$ cat config.mk
export PLATFORM = sky130hd
export DESIGN_NAME = serial_command_frame_parser_core
export DESIGN_NICKNAME = d
export VERILOG_FILES = /design/src/rtl/scfp_pkg.sv /design/src/rtl/scfp_parser.sv /design/src/rtl/serial_command_frame_parser_core.sv
export VERILOG_INCLUDE_DIRS = /design/src /design/src/rtl
export SDC_FILE = /design/constraint.sdc
export NUM_CORES = 1
export LEC_CHECK = 0
export BUFFER_PORTS_ARGS = -buffer_cell sky130_fd_sc_hd__clkbuf_2
export CORE_ASPECT_RATIO = 0.7
export CORE_MARGIN = 1
export CORE_UTILIZATION = 60
export CTS_BUF_LIST = sky130_fd_sc_hd__clkbuf_8 sky130_fd_sc_hd__clkbuf_16
export CTS_CLUSTER_SIZE = 8
export DETAILED_ROUTE_END_ITERATION = 8
export MAX_ROUTING_LAYER = met4
export PLACE_DENSITY = 0.78
export SKIP_LAST_GASP = 1
export SYNTH_ARGS = -nofsm -noshare
export SYNTH_HDL_FRONTEND = slang
export SYNTH_SLANG_ARGS = --single-unit
$ cat constraint.sdc
create_clock -name i_clk -period 8.5 [get_ports i_clk]
set_clock_uncertainty 0.1 [all_clocks]
set_input_delay 1.7 -clock i_clk [delete_from_list [all_inputs] [get_ports i_clk]]
set_output_delay 1.7 -clock i_clk [all_outputs]
set_load 0.01 [all_outputs]
$ cat src/rtl/serial_command_frame_parser_core_macros.svh
// ============================================================================
// serial_command_frame_parser_core_macros.svh
// assertion helpers used by the frame parser core rtl
// ============================================================================
`ifndef SERIAL_COMMAND_FRAME_PARSER_CORE_MACROS_SVH
`define SERIAL_COMMAND_FRAME_PARSER_CORE_MACROS_SVH

// same-cycle implication, checked out of reset
`define SCFP_ASSERT_NOW(label, clk, rst_n, ante, cons, msg) \
    label: assert property (@(posedge clk) disable iff (!rst_n) (ante) |-> (cons)) \
        else $error(msg);

// next-cycle implication, checked out of reset
`define SCFP_ASSERT_NEXT(label, clk, rst_n, ante, cons, msg) \
    label: assert property (@(posedge clk) disable iff (!rst_n) (ante) |=> (cons)) \
        else $error(msg);

`endif

$ cat src/rtl/scfp_pkg.sv
// ============================================================================
// scfp_pkg
// types, character codes and command decode for the serial frame parser
// ============================================================================
package scfp_pkg;

    localparam int FRAME_MAX_DEFAULT = 32;

    localparam logic [7:0] CH_Z     = 8'h7A;
    localparam logic [7:0] CH_P     = 8'h70;
    localparam logic [7:0] CH_X     = 8'h78;
    localparam logic [7:0] CH_E     = 8'h65;
    localparam logic [7:0] CH_Y     = 8'h79;
    localparam logic [7:0] CH_G     = 8'h67;
    localparam logic [7:0] CH_R     = 8'h72;
    localparam logic [7:0] CH_S     = 8'h73;
    localparam logic [7:0] CH_GT    = 8'h3E;
    localparam logic [7:0] CH_LT    = 8'h3C;
    localparam logic [7:0] CH_COMMA = 8'h2C;
    localparam logic [7:0] CH_PLUS  = 8'h2B;
    localparam logic [7:0] CH_MINUS = 8'h2D;
    localparam logic [7:0] CH_SPACE = 8'h20;
    localparam logic [7:0] CH_TAB   = 8'h09;
    localparam logic [7:0] CH_CR    = 8'h0D;
    localparam logic [7:0] CH_0     = 8'h30;
    localparam logic [7:0] CH_1     = 8'h31;
    localparam logic [7:0] CH_9     = 8'h39;
    localparam logic [7:0] CH_A     = 8'h61;
    localparam logic [7:0] CH_D     = 8'h64;

    localparam logic [4:0] CODE_X  = 5'd0;
    localparam logic [4:0] CODE_E  = 5'd1;
    localparam logic [4:0] CODE_Y  = 5'd2;
    localparam logic [4:0] CODE_G  = 5'd3;
    localparam logic [4:0] CODE_R  = 5'd4;
    localparam logic [4:0] CODE_S  = 5'd5;
    localparam logic [4:0] CODE_D1 = 5'd6;
    localparam logic [4:0] CODE_GT = 5'd15;
    localparam logic [4:0] CODE_LT = 5'd16;
    localparam logic [4:0] CODE_A  = 5'd17;
    localparam logic [4:0] CODE_NONE = 5'd0;

    localparam logic [31:0] MAG_LIMIT = 32'h8000_0000;
    localparam logic [31:0] POS_MAX   = 32'h7FFF_FFFF;

    typedef enum logic [3:0] {
        PH_IDLE,
        PH_CMD,
        PH_COMMA,
        PH_NUM_START,
        PH_NUM_SIGN,
        PH_NUM_DIG,
        PH_SKIP
    } t_phase;

    typedef struct packed {
        logic [4:0]         command_code;
        logic               command_known;
        logic signed [31:0] distance_value;
        logic               distance_updated;
        logic signed [31:0] direction_value;
        logic               direction_updated;
    } t_result;

    typedef struct packed {
        logic       known;
        logic [4:0] code;
    } t_cmd_info;

    function automatic t_cmd_info decode_cmd(input logic [7:0] c);
        t_cmd_info info;
        info.known = 1'b1;
        info.code  = CODE_NONE;
        case (c)
            CH_X:  info.code = CODE_X;
            CH_E:  info.code = CODE_E;
            CH_Y:  info.code = CODE_Y;
            CH_G:  info.code = CODE_G;
            CH_R:  info.code = CODE_R;
            CH_S:  info.code = CODE_S;
            CH_GT: info.code = CODE_GT;
            CH_LT: info.code = CODE_LT;
            default: begin
                if (c inside {[CH_1:CH_9]}) begin
                    info.code = 5'(c - CH_1) + CODE_D1;
                end else if (c inside {[CH_A:CH_D]}) begin
                    info.code = 5'(c - CH_A) + CODE_A;
                end else begin
                    info.known = 1'b0;
                end
            end
        endcase
        return info;
    endfunction

endpackage

$ cat src/rtl/scfp_parser.sv
// ============================================================================
// scfp_parser
// per-byte frame state, number accumulation and distance/direction registers
// ============================================================================
module scfp_parser #(
    parameter int FRAME_MAX = scfp_pkg::FRAME_MAX_DEFAULT
) (
    input  logic                 i_clk,
    input  logic                 i_rst_n,
    input  logic                 i_accept,
    input  logic [7:0]           i_rx_byte,
    output logic                 o_res_valid,
    output scfp_pkg::t_result    o_res
);

    localparam int CW = $clog2(FRAME_MAX + 1);

    scfp_pkg::t_phase r_phase, n_phase;
    logic [CW-1:0]    r_count, n_count;
    logic [7:0]       r_cmd, n_cmd;
    logic             r_neg, n_neg;
    logic [31:0]      r_acc, n_acc;
    logic [1:0]       r_pend, n_pend;
    logic [31:0]      r_staged, n_staged;
    logic [31:0]      r_dist, n_dist;
    logic [31:0]      r_dir, n_dir;

    logic [CW-1:0]    count_inc;
    logic             is_digit;
    logic             is_space;
    logic [35:0]      acc_x10;
    logic [31:0]      acc_digit;
    logic [31:0]      num_val;
    logic             fin_to_dir;
    logic [1:0]       end_pend;
    logic [31:0]      end_acc;
    logic [31:0]      end_staged;
    logic [7:0]       end_cmd;
    scfp_pkg::t_cmd_info cmd_info;

    assign count_inc = r_count + CW'(1);
    assign is_digit  = i_rx_byte inside {[scfp_pkg::CH_0:scfp_pkg::CH_9]};
    assign is_space  = (i_rx_byte == scfp_pkg::CH_SPACE)
                    || (i_rx_byte inside {[scfp_pkg::CH_TAB:scfp_pkg::CH_CR]});

    // acc * 10 + digit as shift-add, clamp at the negative magnitude limit
    assign acc_x10   = ({4'b0, r_acc} << 3) + ({4'b0, r_acc} << 1)
                     + {32'b0, 4'(i_rx_byte - scfp_pkg::CH_0)};
    assign acc_digit = (acc_x10 > {4'b0, scfp_pkg::MAG_LIMIT}) ? scfp_pkg::MAG_LIMIT
                                                                : acc_x10[31:0];

    assign num_val    = r_neg ? (32'd0 - r_acc)
                              : ((r_acc > scfp_pkg::POS_MAX) ? scfp_pkg::POS_MAX : r_acc);
    assign fin_to_dir = (r_cmd == scfp_pkg::CH_E) && !r_pend[1];

    // frame end: close a number still in its digits, then pick the outputs
    always_comb begin
        end_pend   = r_pend;
        end_acc    = r_acc;
        end_staged = r_staged;
        if (r_phase == scfp_pkg::PH_NUM_DIG) begin
            if (fin_to_dir) begin
                end_staged = num_val;
                end_pend   = r_pend | 2'b10;
            end else begin
                end_acc  = num_val;
                end_pend = r_pend | 2'b01;
            end
        end
    end

    assign end_cmd  = (r_phase == scfp_pkg::PH_CMD) ? scfp_pkg::CH_P : r_cmd;
    assign cmd_info = scfp_pkg::decode_cmd(end_cmd);

    always_comb begin
        n_phase     = r_phase;
        n_count     = r_count;
        n_cmd       = r_cmd;
        n_neg       = r_neg;
        n_acc       = r_acc;
        n_pend      = r_pend;
        n_staged    = r_staged;
        n_dist      = r_dist;
        n_dir       = r_dir;
        o_res_valid = 1'b0;

        o_res.command_code      = cmd_info.known ? cmd_info.code : scfp_pkg::CODE_NONE;
        o_res.command_known     = cmd_info.known;
        o_res.distance_value    = end_pend[0] ? end_acc : r_dist;
        o_res.distance_updated  = end_pend[0];
        o_res.direction_value   = end_pend[1] ? end_staged : r_dir;
        o_res.direction_updated = end_pend[1];

        if (i_accept) begin
            if (r_phase == scfp_pkg::PH_IDLE) begin
                if (i_rx_byte == scfp_pkg::CH_Z) begin
                    n_count  = CW'(1);
                    n_cmd    = '0;
                    n_neg    = 1'b0;
                    n_acc    = '0;
                    n_pend   = '0;
                    n_staged = '0;
                    n_phase  = scfp_pkg::PH_CMD;
                end
            end else if (i_rx_byte != scfp_pkg::CH_P) begin
                if (count_inc >= CW'(FRAME_MAX)) begin
                    // overlong frame is dropped
                    n_count  = '0;
                    n_cmd    = '0;
                    n_neg    = 1'b0;
                    n_acc    = '0;
                    n_pend   = '0;
                    n_staged = '0;
                    n_phase  = scfp_pkg::PH_IDLE;
                end else begin
                    n_count = count_inc;
                    case (r_phase)
                        scfp_pkg::PH_CMD: begin
                            n_cmd = i_rx_byte;
                            if (i_rx_byte == scfp_pkg::CH_X || i_rx_byte == scfp_pkg::CH_Y) begin
                                n_phase = scfp_pkg::PH_COMMA;
                            end else if (i_rx_byte == scfp_pkg::CH_E) begin
                                n_neg   = 1'b0;
                                n_acc   = '0;
                                n_phase = scfp_pkg::PH_NUM_START;
                            end else begin
                                n_phase = scfp_pkg::PH_SKIP;
                            end
                        end
                        scfp_pkg::PH_COMMA: begin
                            if (i_rx_byte == scfp_pkg::CH_COMMA) begin
                                n_neg   = 1'b0;
                                n_acc   = '0;
                                n_phase = scfp_pkg::PH_NUM_START;
                            end else begin
                                n_phase = scfp_pkg::PH_SKIP;
                            end
                        end
                        scfp_pkg::PH_NUM_START: begin
                            if (is_space) begin
                                n_phase = scfp_pkg::PH_NUM_START;
                            end else if (i_rx_byte == scfp_pkg::CH_PLUS
                                      || i_rx_byte == scfp_pkg::CH_MINUS) begin
                                n_neg   = (i_rx_byte == scfp_pkg::CH_MINUS);
                                n_phase = scfp_pkg::PH_NUM_SIGN;
                            end else if (is_digit) begin
                                n_acc   = acc_digit;
                                n_phase = scfp_pkg::PH_NUM_DIG;
                            end else begin
                                n_phase = scfp_pkg::PH_SKIP;
                            end
                        end
                        scfp_pkg::PH_NUM_SIGN: begin
                            if (is_digit) begin
                                n_acc   = acc_digit;
                                n_phase = scfp_pkg::PH_NUM_DIG;
                            end else begin
                                n_phase = scfp_pkg::PH_SKIP;
                            end
                        end
                        scfp_pkg::PH_NUM_DIG: begin
                            if (is_digit) begin
                                n_acc = acc_digit;
                            end else if (fin_to_dir) begin
                                n_staged = num_val;
                                n_pend   = r_pend | 2'b10;
                                if (i_rx_byte == scfp_pkg::CH_COMMA) begin
                                    n_neg   = 1'b0;
                                    n_acc   = '0;
                                    n_phase = scfp_pkg::PH_NUM_START;
                                end else begin
                                    n_phase = scfp_pkg::PH_SKIP;
                                end
                            end else begin
                                n_acc   = num_val;
                                n_pend  = r_pend | 2'b01;
                                n_phase = scfp_pkg::PH_SKIP;
                            end
                        end
                        default: begin
                            n_phase = r_phase;
                        end
                    endcase
                end
            end else begin
                // closing byte: emit the result and return to idle
                o_res_valid = 1'b1;
                if (end_pend[0]) begin
                    n_dist = end_acc;
                end
                if (end_pend[1]) begin
                    n_dir = end_staged;
                end
                n_count  = '0;
                n_cmd    = '0;
                n_neg    = 1'b0;
                n_acc    = '0;
                n_pend   = '0;
                n_staged = '0;
                n_phase  = scfp_pkg::PH_IDLE;
            end
        end
    end

    always_ff @(posedge i_clk) begin
        if (!i_rst_n) begin
            r_phase  <= scfp_pkg::PH_IDLE;
            r_count  <= '0;
            r_cmd    <= '0;
            r_neg    <= 1'b0;
            r_acc    <= '0;
            r_pend   <= '0;
            r_staged <= '0;
            r_dist   <= '0;
            r_dir    <= '0;
        end else begin
            r_phase  <= n_phase;
            r_count  <= n_count;
            r_cmd    <= n_cmd;
            r_neg    <= n_neg;
            r_acc    <= n_acc;
            r_pend   <= n_pend;
            r_staged <= n_staged;
            r_dist   <= n_dist;
            r_dir    <= n_dir;
        end
    end

endmodule

$ cat src/rtl/serial_command_frame_parser_core.sv
// ============================================================================
// serial_command_frame_parser_core
// parses 'z'<cmd><args>'p' command frames from a received byte stream
// ============================================================================
// usage
//   input channel: one received byte per request on i_rx_byte, taken at a
//   clock edge with i_valid high and o_stall low
//   output channel: one request per completed frame (closing 'p'), carrying
//   the command code, a known flag and the distance/direction registers
//   with their update flags; taken at an edge with o_valid high and i_stall low
//   output timing: the result for a closing byte is registered into the output
//   register, or into the skid when that is held; other bytes produce no output request
//   throughput: one byte per cycle while o_stall is low; a two-entry output
//   buffer (output register plus skid) keeps input flowing while one result
//   waits
//   stall: o_stall rises only when both output entries are full
//   reset: synchronous, active low; parser returns to idle, distance and
//   direction clear to zero, output buffer empties
// ============================================================================
`include "serial_command_frame_parser_core_macros.svh"

module serial_command_frame_parser_core #(
    parameter int FRAME_MAX = scfp_pkg::FRAME_MAX_DEFAULT
) (
    input  logic               i_clk,
    input  logic               i_rst_n,
    // byte input channel
    input  logic               i_valid,
    output logic               o_stall,
    input  logic [7:0]         i_rx_byte,
    // frame result channel
    output logic               o_valid,
    input  logic               i_stall,
    output logic [4:0]         o_command_code,
    output logic               o_command_known,
    output logic signed [31:0] o_distance_value,
    output logic               o_distance_updated,
    output logic signed [31:0] o_direction_value,
    output logic               o_direction_updated
);

    logic              in_accept;
    logic              res_valid;
    scfp_pkg::t_result res;

    // output register and skid entry
    logic              r_out_valid, n_out_valid;
    scfp_pkg::t_result r_out, n_out;
    logic              r_skid_valid, n_skid_valid;
    scfp_pkg::t_result r_skid, n_skid;
    logic              out_free;

    // input is held off only while the skid entry is occupied
    assign o_stall   = r_skid_valid;
    assign in_accept = i_valid && !o_stall;

    scfp_parser #(
        .FRAME_MAX (FRAME_MAX)
    ) u_parser (
        .i_clk       (i_clk),
        .i_rst_n     (i_rst_n),
        .i_accept    (in_accept),
        .i_rx_byte   (i_rx_byte),
        .o_res_valid (res_valid),
        .o_res       (res)
    );

    // output slot is free when empty or being taken this cycle
    assign out_free = !r_out_valid || !i_stall;

    always_comb begin
        n_out_valid  = r_out_valid;
        n_out        = r_out;
        n_skid_valid = r_skid_valid;
        n_skid       = r_skid;
        if (out_free) begin
            if (r_skid_valid) begin
                // skid drains first; no new result can arrive while it is full
                n_out_valid  = 1'b1;
                n_out        = r_skid;
                n_skid_valid = 1'b0;
            end else begin
                n_out_valid = res_valid;
                n_out       = res;
            end
        end else if (res_valid) begin
            // output held by the receiver, park the new result
            n_skid_valid = 1'b1;
            n_skid       = res;
        end
    end

    always_ff @(posedge i_clk) begin
        if (!i_rst_n) begin
            r_out_valid  <= 1'b0;
            r_skid_valid <= 1'b0;
        end else begin
            r_out_valid  <= n_out_valid;
            r_skid_valid <= n_skid_valid;
        end
    end

    always_ff @(posedge i_clk) begin
        r_out  <= n_out;
        r_skid <= n_skid;
    end

    assign o_valid             = r_out_valid;
    assign o_command_code      = r_out.command_code;
    assign o_command_known     = r_out.command_known;
    assign o_distance_value    = r_out.distance_value;
    assign o_distance_updated  = r_out.distance_updated;
    assign o_direction_value   = r_out.direction_value;
    assign o_direction_updated = r_out.direction_updated;

    // skid never fills ahead of the output register
    `SCFP_ASSERT_NOW(a_skid_behind_out, i_clk, i_rst_n, r_skid_valid, r_out_valid, "skid valid with empty output")
    // a full skid blocks input, so the parser cannot produce a result
    `SCFP_ASSERT_NOW(a_no_res_when_full, i_clk, i_rst_n, r_skid_valid, !res_valid, "result lost while skid full")
    // a result arriving behind a stalled output lands in the skid
    `SCFP_ASSERT_NEXT(a_res_parked, i_clk, i_rst_n, res_valid && r_out_valid && i_stall, r_skid_valid, "stalled result not parked")
    // unknown commands report code zero
    `SCFP_ASSERT_NOW(a_unknown_code, i_clk, i_rst_n, r_out_valid && !r_out.command_known, r_out.command_code == scfp_pkg::CODE_NONE, "unknown command with nonzero code")

endmodule

==> results.cfg, run 1 <==
[status]
outcome = finished, final reports clean

[sta]
final_max_slew_viol_count = 0
finalCritPeriodShare_pct = 69.5
worst_pin_slew_ns = 1.26
max_freq_mhz = 169
min_period_ns = 5.91
tns_ns = 0
rsz0062_at_grt = no
slew_headroom_pct = 15.5
final_hold_viol_count = 0
setup-violations-final = 0

[clock_network]
postCtsHoldBufs = 0
cts_max_path_buffers = 3
cts_buffers = 42
cts_tree = yes
h-tree-depth = 2
path_clk_slew_ns = 0.05
cts_resized = 0
clk_latency_ns = 0.54
cts_sinks = 294
cts_setup_buffers = 0
cts-root-buf = clkbuf_16

[synthesis]
synth_fp_nets = 2041
synthFlopType = dfxtp_1
synthArstFlopShare_pct = 0
yosysMostFrequentCell = nand2_1
ys_seq_elements = 294
synthTopCellsByCount = 273 x nand2_1, 220 x a21oi_1, 175 x nor2_1, 150 x dfxtp_1, 144 x edfxtp_1
synth_top_family_by_area = compound AO/OA/AOI/OAI gates
muxShareOfSynthArea_pct = 7.55
syn_inst = 1957
synth_compound_area_share_pct = 22.0
synth-xor-area-share_pct = 2.01
avgSynthCellArea_um2 = 8.89
ys_seq_area_share_pct = 42.1
syn-cell-area_um2 = 17400
synthSimpleGateAreaFrac_pct = 16.8
synthDistinctLibCells = 100
ys_top_cells_by_area = edfxtp_1 25%, dfxtp_1 17%, a21oi_1 6.3%, nand2_1 5.9%, ha_1 5.0%
synth_adder_area_share_pct = 5.27
yosysTopAreaCellShare_pct = 24.9
yosys_warnings = 0
yosys.area.top_type = edfxtp_1
synth_edf_count = 144

[min_path]
timing.hold.worst.class = register to register
min_path_cells = 2

[floorplanning]
initial_core_util_pct = 61.8
io_pins = 86
coreArea_um2 = 28100
placementRows = 51
die_h_um = 144
die_width_um = 205
die-area_um2 = 29700

[global_routing]
grt_max_degree = 90
grt_usage_pct = 34.5
grt_first_pass_wirelength_um = 78400
grt_pass1_vias = 14400
antenna_found_initial = 0
use_met2_pct = 52.8
met3_usage_pct = 6.06
grt_use_met1_pct = 47.0
overflow = 0
top_usage_layer = met2

[setup_path]
start_kind = input pin
critPathMaxFanout = 21
critical_path_class = input pin to register
worstPathRequired_ns = 8.76
end_kind = register
r2r.worst_path.cells = 14
arrival_ns = 6.17

[placement]
portBuffers = 85
gp_congestion = 0.994
hpwlAfterDp_um = 34400

[pwr]
p_sw_share_pct = 24.2
p_clk_share_pct = 47.2
p_per_area_nw_per_um2 = 169
power_mw = 3.24
p_int_mw = 2.46
seqPwrFrac_pct = 46.6
power.share.combinational_pct = 6.2
switchingPower_mw = 0.783
max-vdd-ir-drop_v = 0.000145
p_leak_nw = 7.62

[drt]
drtIter0Drc = 1780
drc = 0
drt-total-wl_um = 50200
viasPerCell = 6.57
num_vias = 15600
drt_pass1_iterations = 9
wl_per_cell_um = 21.2
ant_nets = 0

[final_layout]
layout-drive-gt1-share_pct = 13.2
nNetsFinal = 2055
fillCellCount = 2201
diodes = 0
syn_to_final_growth_pct = 10.3
utilization_pct = 68.2

[job]
max_cap_viol_count = 0
==> critical path: stages <==
cell	delay (ns)
clkbuf_2	0.15
inv_1	0.13
fa_1	0.62
inv_1	0.06
ha_1	0.27
a21o_1	0.12
nand4_1	0.30
a2111oi_1	0.57
a211oi_2	0.15
o311ai_1	0.43
xor2_1	0.25
nor4_1	0.09
and4_4	0.22
a21oi_2	0.86
o32ai_1	0.22
==> final timing paths <==
path                startpoint                 end  slack (ns)
max               i_rx_byte[3]  u_parser.r_acc[11]        2.59
min          u_parser.r_dir[8]   u_parser.r_dir[8]        0.35
max reg2reg  u_parser.r_acc[2]  u_parser.r_acc[11]        3.37
min reg2reg  u_parser.r_dir[8]   u_parser.r_dir[8]        0.35
==> area by class of cell <==
cell class                      instances  area (um2)  share of cell area, %
Tap cell                              371         464                   2.42
Sequential cell                       294        7330                   38.2
Multi-Input combinational cell       1475        9370                   48.8
Clock inverter                         31         141                  0.737
Clock buffer                           44        1090                   5.68
Inverter                               50         189                  0.985
Timing Repair Buffer                  108         598                   3.12
==> per-layer routing <==
layer,vias up,wire (um)
met5,-,0
met4,0,1140
met3,104,4280
met2,781,22700
met1,7478,22100
li1,7220,-
==> kinds of logic after synthesis <==
| family | after synthesis |
|---|---|
| buffers and inverters | 188 |
| muxes | 123 |
| AOI/OAI and AO/OA | 603 |
| DFF | 294 |
| and+or+nand+nor | 637 |
| adders and majority gates | 72 |
| xor gates and xnor gates | 40 |
==> flip-flops by register name, indices dropped and copies added (netlist names), 2 cells and up <==
register / count
r_skid: 72
o_direction_value: 32
o_distance_value: 32
u_parser.r_acc: 32
u_parser.r_dir: 32
u_parser.r_dist: 32
u_parser.r_staged: 32
u_parser.r_cmd: 8
u_parser.r_count: 6
o_command_code: 5
u_parser.r_phase: 3
u_parser.r_pend: 2
==> stage by stage <==
step	area (um2)	hold slack (ns)	setup slack, ns	instances
floorplan	17400	0.336	1.34	1957
global placement	18000	0.341	2.36	2298
detailed placement	18000	0.347	2.16	2298
CTS	19200	0.353	2.71	2373
global route	19200	0.369	2.42	2373
finish	19200	0.353	2.59	2373
==> cell usage in the layout (no fill, tap or decap), drive strengths merged, types with 17 or more instances in the layout <==
cell,n
nand4,17
inv,78
a211oi,21
edfxtp,144
nor2,175
mux2,62
buf,23
a22oi,49
dfxtp,150
nor3,34
o22ai,17
xor2,19
o21ai,138
a31oi,18
a21oi,224
xnor2,21
nand3,32
ha,70
a21o,21
nand2,273
clkbuf,129
or3,17
mux2i,61
==> power groups by stage <==
stage	combinational [mW]	clock (mW)	sequential, mW
final	0.202	1.53	1.51
after CTS	0.197	1.53	1.51
after global placement	0.194	0	1.54
after detailed placement	0.195	0	1.54
after global routing	0.217	1.61	1.51
after floorplan	0.154	0	1.52
Power figures use the tool's default switching activity.
==> inputs of run 2 (changes only) <==
--- a/config.mk
+++ b/config.mk
@@ -6,6 +6,7 @@
 export SDC_FILE = /design/constraint.sdc
 export NUM_CORES = 1
 export LEC_CHECK = 0
+export ABC_AREA = 1
 export BUFFER_PORTS_ARGS = -buffer_cell sky130_fd_sc_hd__clkbuf_2
 export CORE_ASPECT_RATIO = 0.7
 export CORE_MARGIN = 1
==> constraint.sdc (replaced) <==
create_clock -name i_clk -period 6.05 [get_ports i_clk]
set_clock_uncertainty 0.1 [all_clocks]
set_input_delay 1.21 -clock i_clk [delete_from_list [all_inputs] [get_ports i_clk]]
set_output_delay 1.21 -clock i_clk [all_outputs]
set_load 0.01 [all_outputs]
==> results.cfg, run 2 <==
[clock_network]
cts_max_path_buffers = 3
h-tree-depth = 2
cts-root-buf = clkbuf_16
postCtsHoldBufs = 0
clk_latency_ns = 0.56
cts_tree = yes
cts_setup_buffers = 0
cts_resized = 0
cts_sinks = 294
cts_buffers = 42
path_clk_slew_ns = 0.05

[drt]
viasPerCell = 5.94
drt-total-wl_um = 58500
wl_per_cell_um = 18.4
drtIter0Drc = 2497
ant_nets = 0
drt_pass1_iterations = 6
num_vias = 18900
drc = 0

[setup_path]
r2r-end = u_parser.r_acc[15]
worstPathCellList = clkbuf_2, inv_1, fa_1, fa_1, inv_1, nand2_1, nand2_1, nand3_1, nand2_2, nand2_1, nand2_1, nand4_1, nand3_1, nand4_1, nor2_2, nand2_2, o21ai_0, nand2_1, a21oi_1
crit_top_cell = nand2_1
cp-endpoint = u_parser.r_acc[15]
critPathSlowestCell = nor2_2
arrival_ns = 5.08
end_kind = register
worst_path_largest_cell_delay_ns = 0.64
worstPathRequired_ns = 6.43
start_kind = input pin
r2r_slack_ns = 1.37
critPathMaxFanout = 20
startpoint = i_rx_byte[3]
critical_path_class = input pin to register
r2r.worst_path.cells = 18
r2r-start = u_parser.r_acc[2]

[global_routing]
overflow = 0
grt_first_pass_wirelength_um = 92000
grt_usage_pct = 36.9
grt_pass1_vias = 17300
grt_max_degree = 75
antenna_found_initial = 0

[floorplanning]
io_pins = 86
die_width_um = 214
initial_core_util_pct = 62.0
placementRows = 53
die_h_um = 151
die-area_um2 = 32200
coreArea_um2 = 30500

[synthesis]
avgSynthCellArea_um2 = 6.95
synth_edf_count = 144
yosys_warnings = 0
yosysMostFrequentCell = nand2_1
synthArstFlopShare_pct = 0
synthTopCellsByCount = 773 x nand2_1, 350 x inv_1, 228 x nor2_1, 198 x a21oi_1, 188 x o21ai_0
yosys.area.top_type = edfxtp_1
ys_seq_area_share_pct = 38.8
yosysTopAreaCellShare_pct = 22.9
syn-cell-area_um2 = 18900
ys_top_cells_by_area = edfxtp_1 23%, dfxtp_1 16%, nand2_1 15%, inv_1 6.9%, a21oi_1 5.2%
synthDistinctLibCells = 51
syn_inst = 2722
ys_seq_elements = 294
synth_fp_nets = 2807
synthFlopType = dfxtp_1

[sta]
setup-violations-final = 0
max_freq_mhz = 213
tns_ns = 0
min_period_ns = 4.70
final_max_slew_viol_count = 0
rsz0062_at_grt = no
worst_slack_ns = 1.35
finalCritPeriodShare_pct = 77.7
worst_pin_slew_ns = 1.12
holdWs_ns = 0.366
final_hold_viol_count = 0
slew_headroom_pct = 24.7

[final_layout]
nNetsFinal = 2830
syn_to_final_growth_pct = 9.78
fin_area_um2 = 20800
mostFrequentLayoutCells = 771 x nand2_1, 375 x inv_1, 224 x nor2_1, 198 x a21oi_1, 188 x o21ai_0
layout-drive-gt1-share_pct = 8.44
largest_reg_flops = 72
largest_register = r_skid
layout_commonest_cell = nand2_1
fillCellCount = 2585
utilization_pct = 68.0
diodes = 0

[placement]
dp_slack_ns = 0.878
portBuffers = 85
hpwlAfterDp_um = 41400
gp_congestion = 0.995
placed_cell_area_um2 = 19500

[pwr]
p_leak_nw = 10.0
p_per_area_nw_per_um2 = 206
max-vdd-ir-drop_v = 0.000243

[status]
outcome = finished, final reports clean

[job]
max_cap_viol_count = 0

[min_path]
timing.hold.worst.class = register to register
-- run 2: how the worst min path moves through the flow --
stage	start	endpoint	slack, ns	depth (start not counted)
floorplan	u_parser.r_count[5]	u_parser.r_count[5]	0.34	2
global placement	u_parser.r_staged[24]	u_parser.r_staged[24]	0.35	2
detailed placement	u_parser.r_staged[0]	u_parser.r_staged[0]	0.36	2
CTS	u_parser.r_staged[0]	u_parser.r_staged[0]	0.36	2
global route	u_parser.r_staged[3]	u_parser.r_staged[3]	0.38	2
finish	u_parser.r_staged[7]	u_parser.r_staged[7]	0.37	2
-- run 2: worst max-delay path, delay by kind of cell --
| family | cells | cell delay, ns |
|---|---|---|
| adders and majority gates | 2 | 1.03 |
| and+or+nand+nor | 12 | 2.01 |
| AOI/OAI and AO/OA | 2 | 0.42 |
| buffers and inverters | 3 | 0.39 |
-- run 2: kinds of logic (layout without fill, tap and decap cells) --
logic type      count (synthesis)  after routing  synth area share, %
buf+inv                       502            553                 10.3
fa+ha+maj                      73             73                 4.91
simple gates                 1262           1262                 27.8
xor+xnor                       30             30                 1.39
compound gates                561            561                 16.8
flops                         294            294                 38.8
-- run 2: cell type report --
| type | count | area, um2 | area share (%) |
|---|---|---|---|
| clock inverter | 29 | 160 | 0.772 |
| inverter | 369 | 1390 | 6.69 |
| clock buffer | 43 | 1060 | 5.13 |
| sequential | 294 | 7330 | 35.3 |
| tap | 412 | 515 | 2.48 |
| timing repair buffer | 112 | 641 | 3.09 |
| multi-input combinational | 1926 | 9660 | 46.5 |
-- run 2: power breakdown --
part | internal (mW) | switching (mW)
sequential | 2.07 | 0.000334
clock | 1.27 | 0.893
combinational | 0.0102 | 0.0411
-- run 2: through the flow --
stage / total power [mW] / cells
final: 4.28 / 3185
after CTS: 4.29 / 3185
after detailed placement: 2.16 / 3113
after global placement: 2.16 / 3113
after floorplan: 2.14 / 2722
after global routing: 4.38 / 3185
-- run 2: routing by layer --
layer	track usage, %	share of wire, %
met1	49.8	43
met2	55.3	43
met3	6.95	11
met4	13.4	3.2
met5	-	0
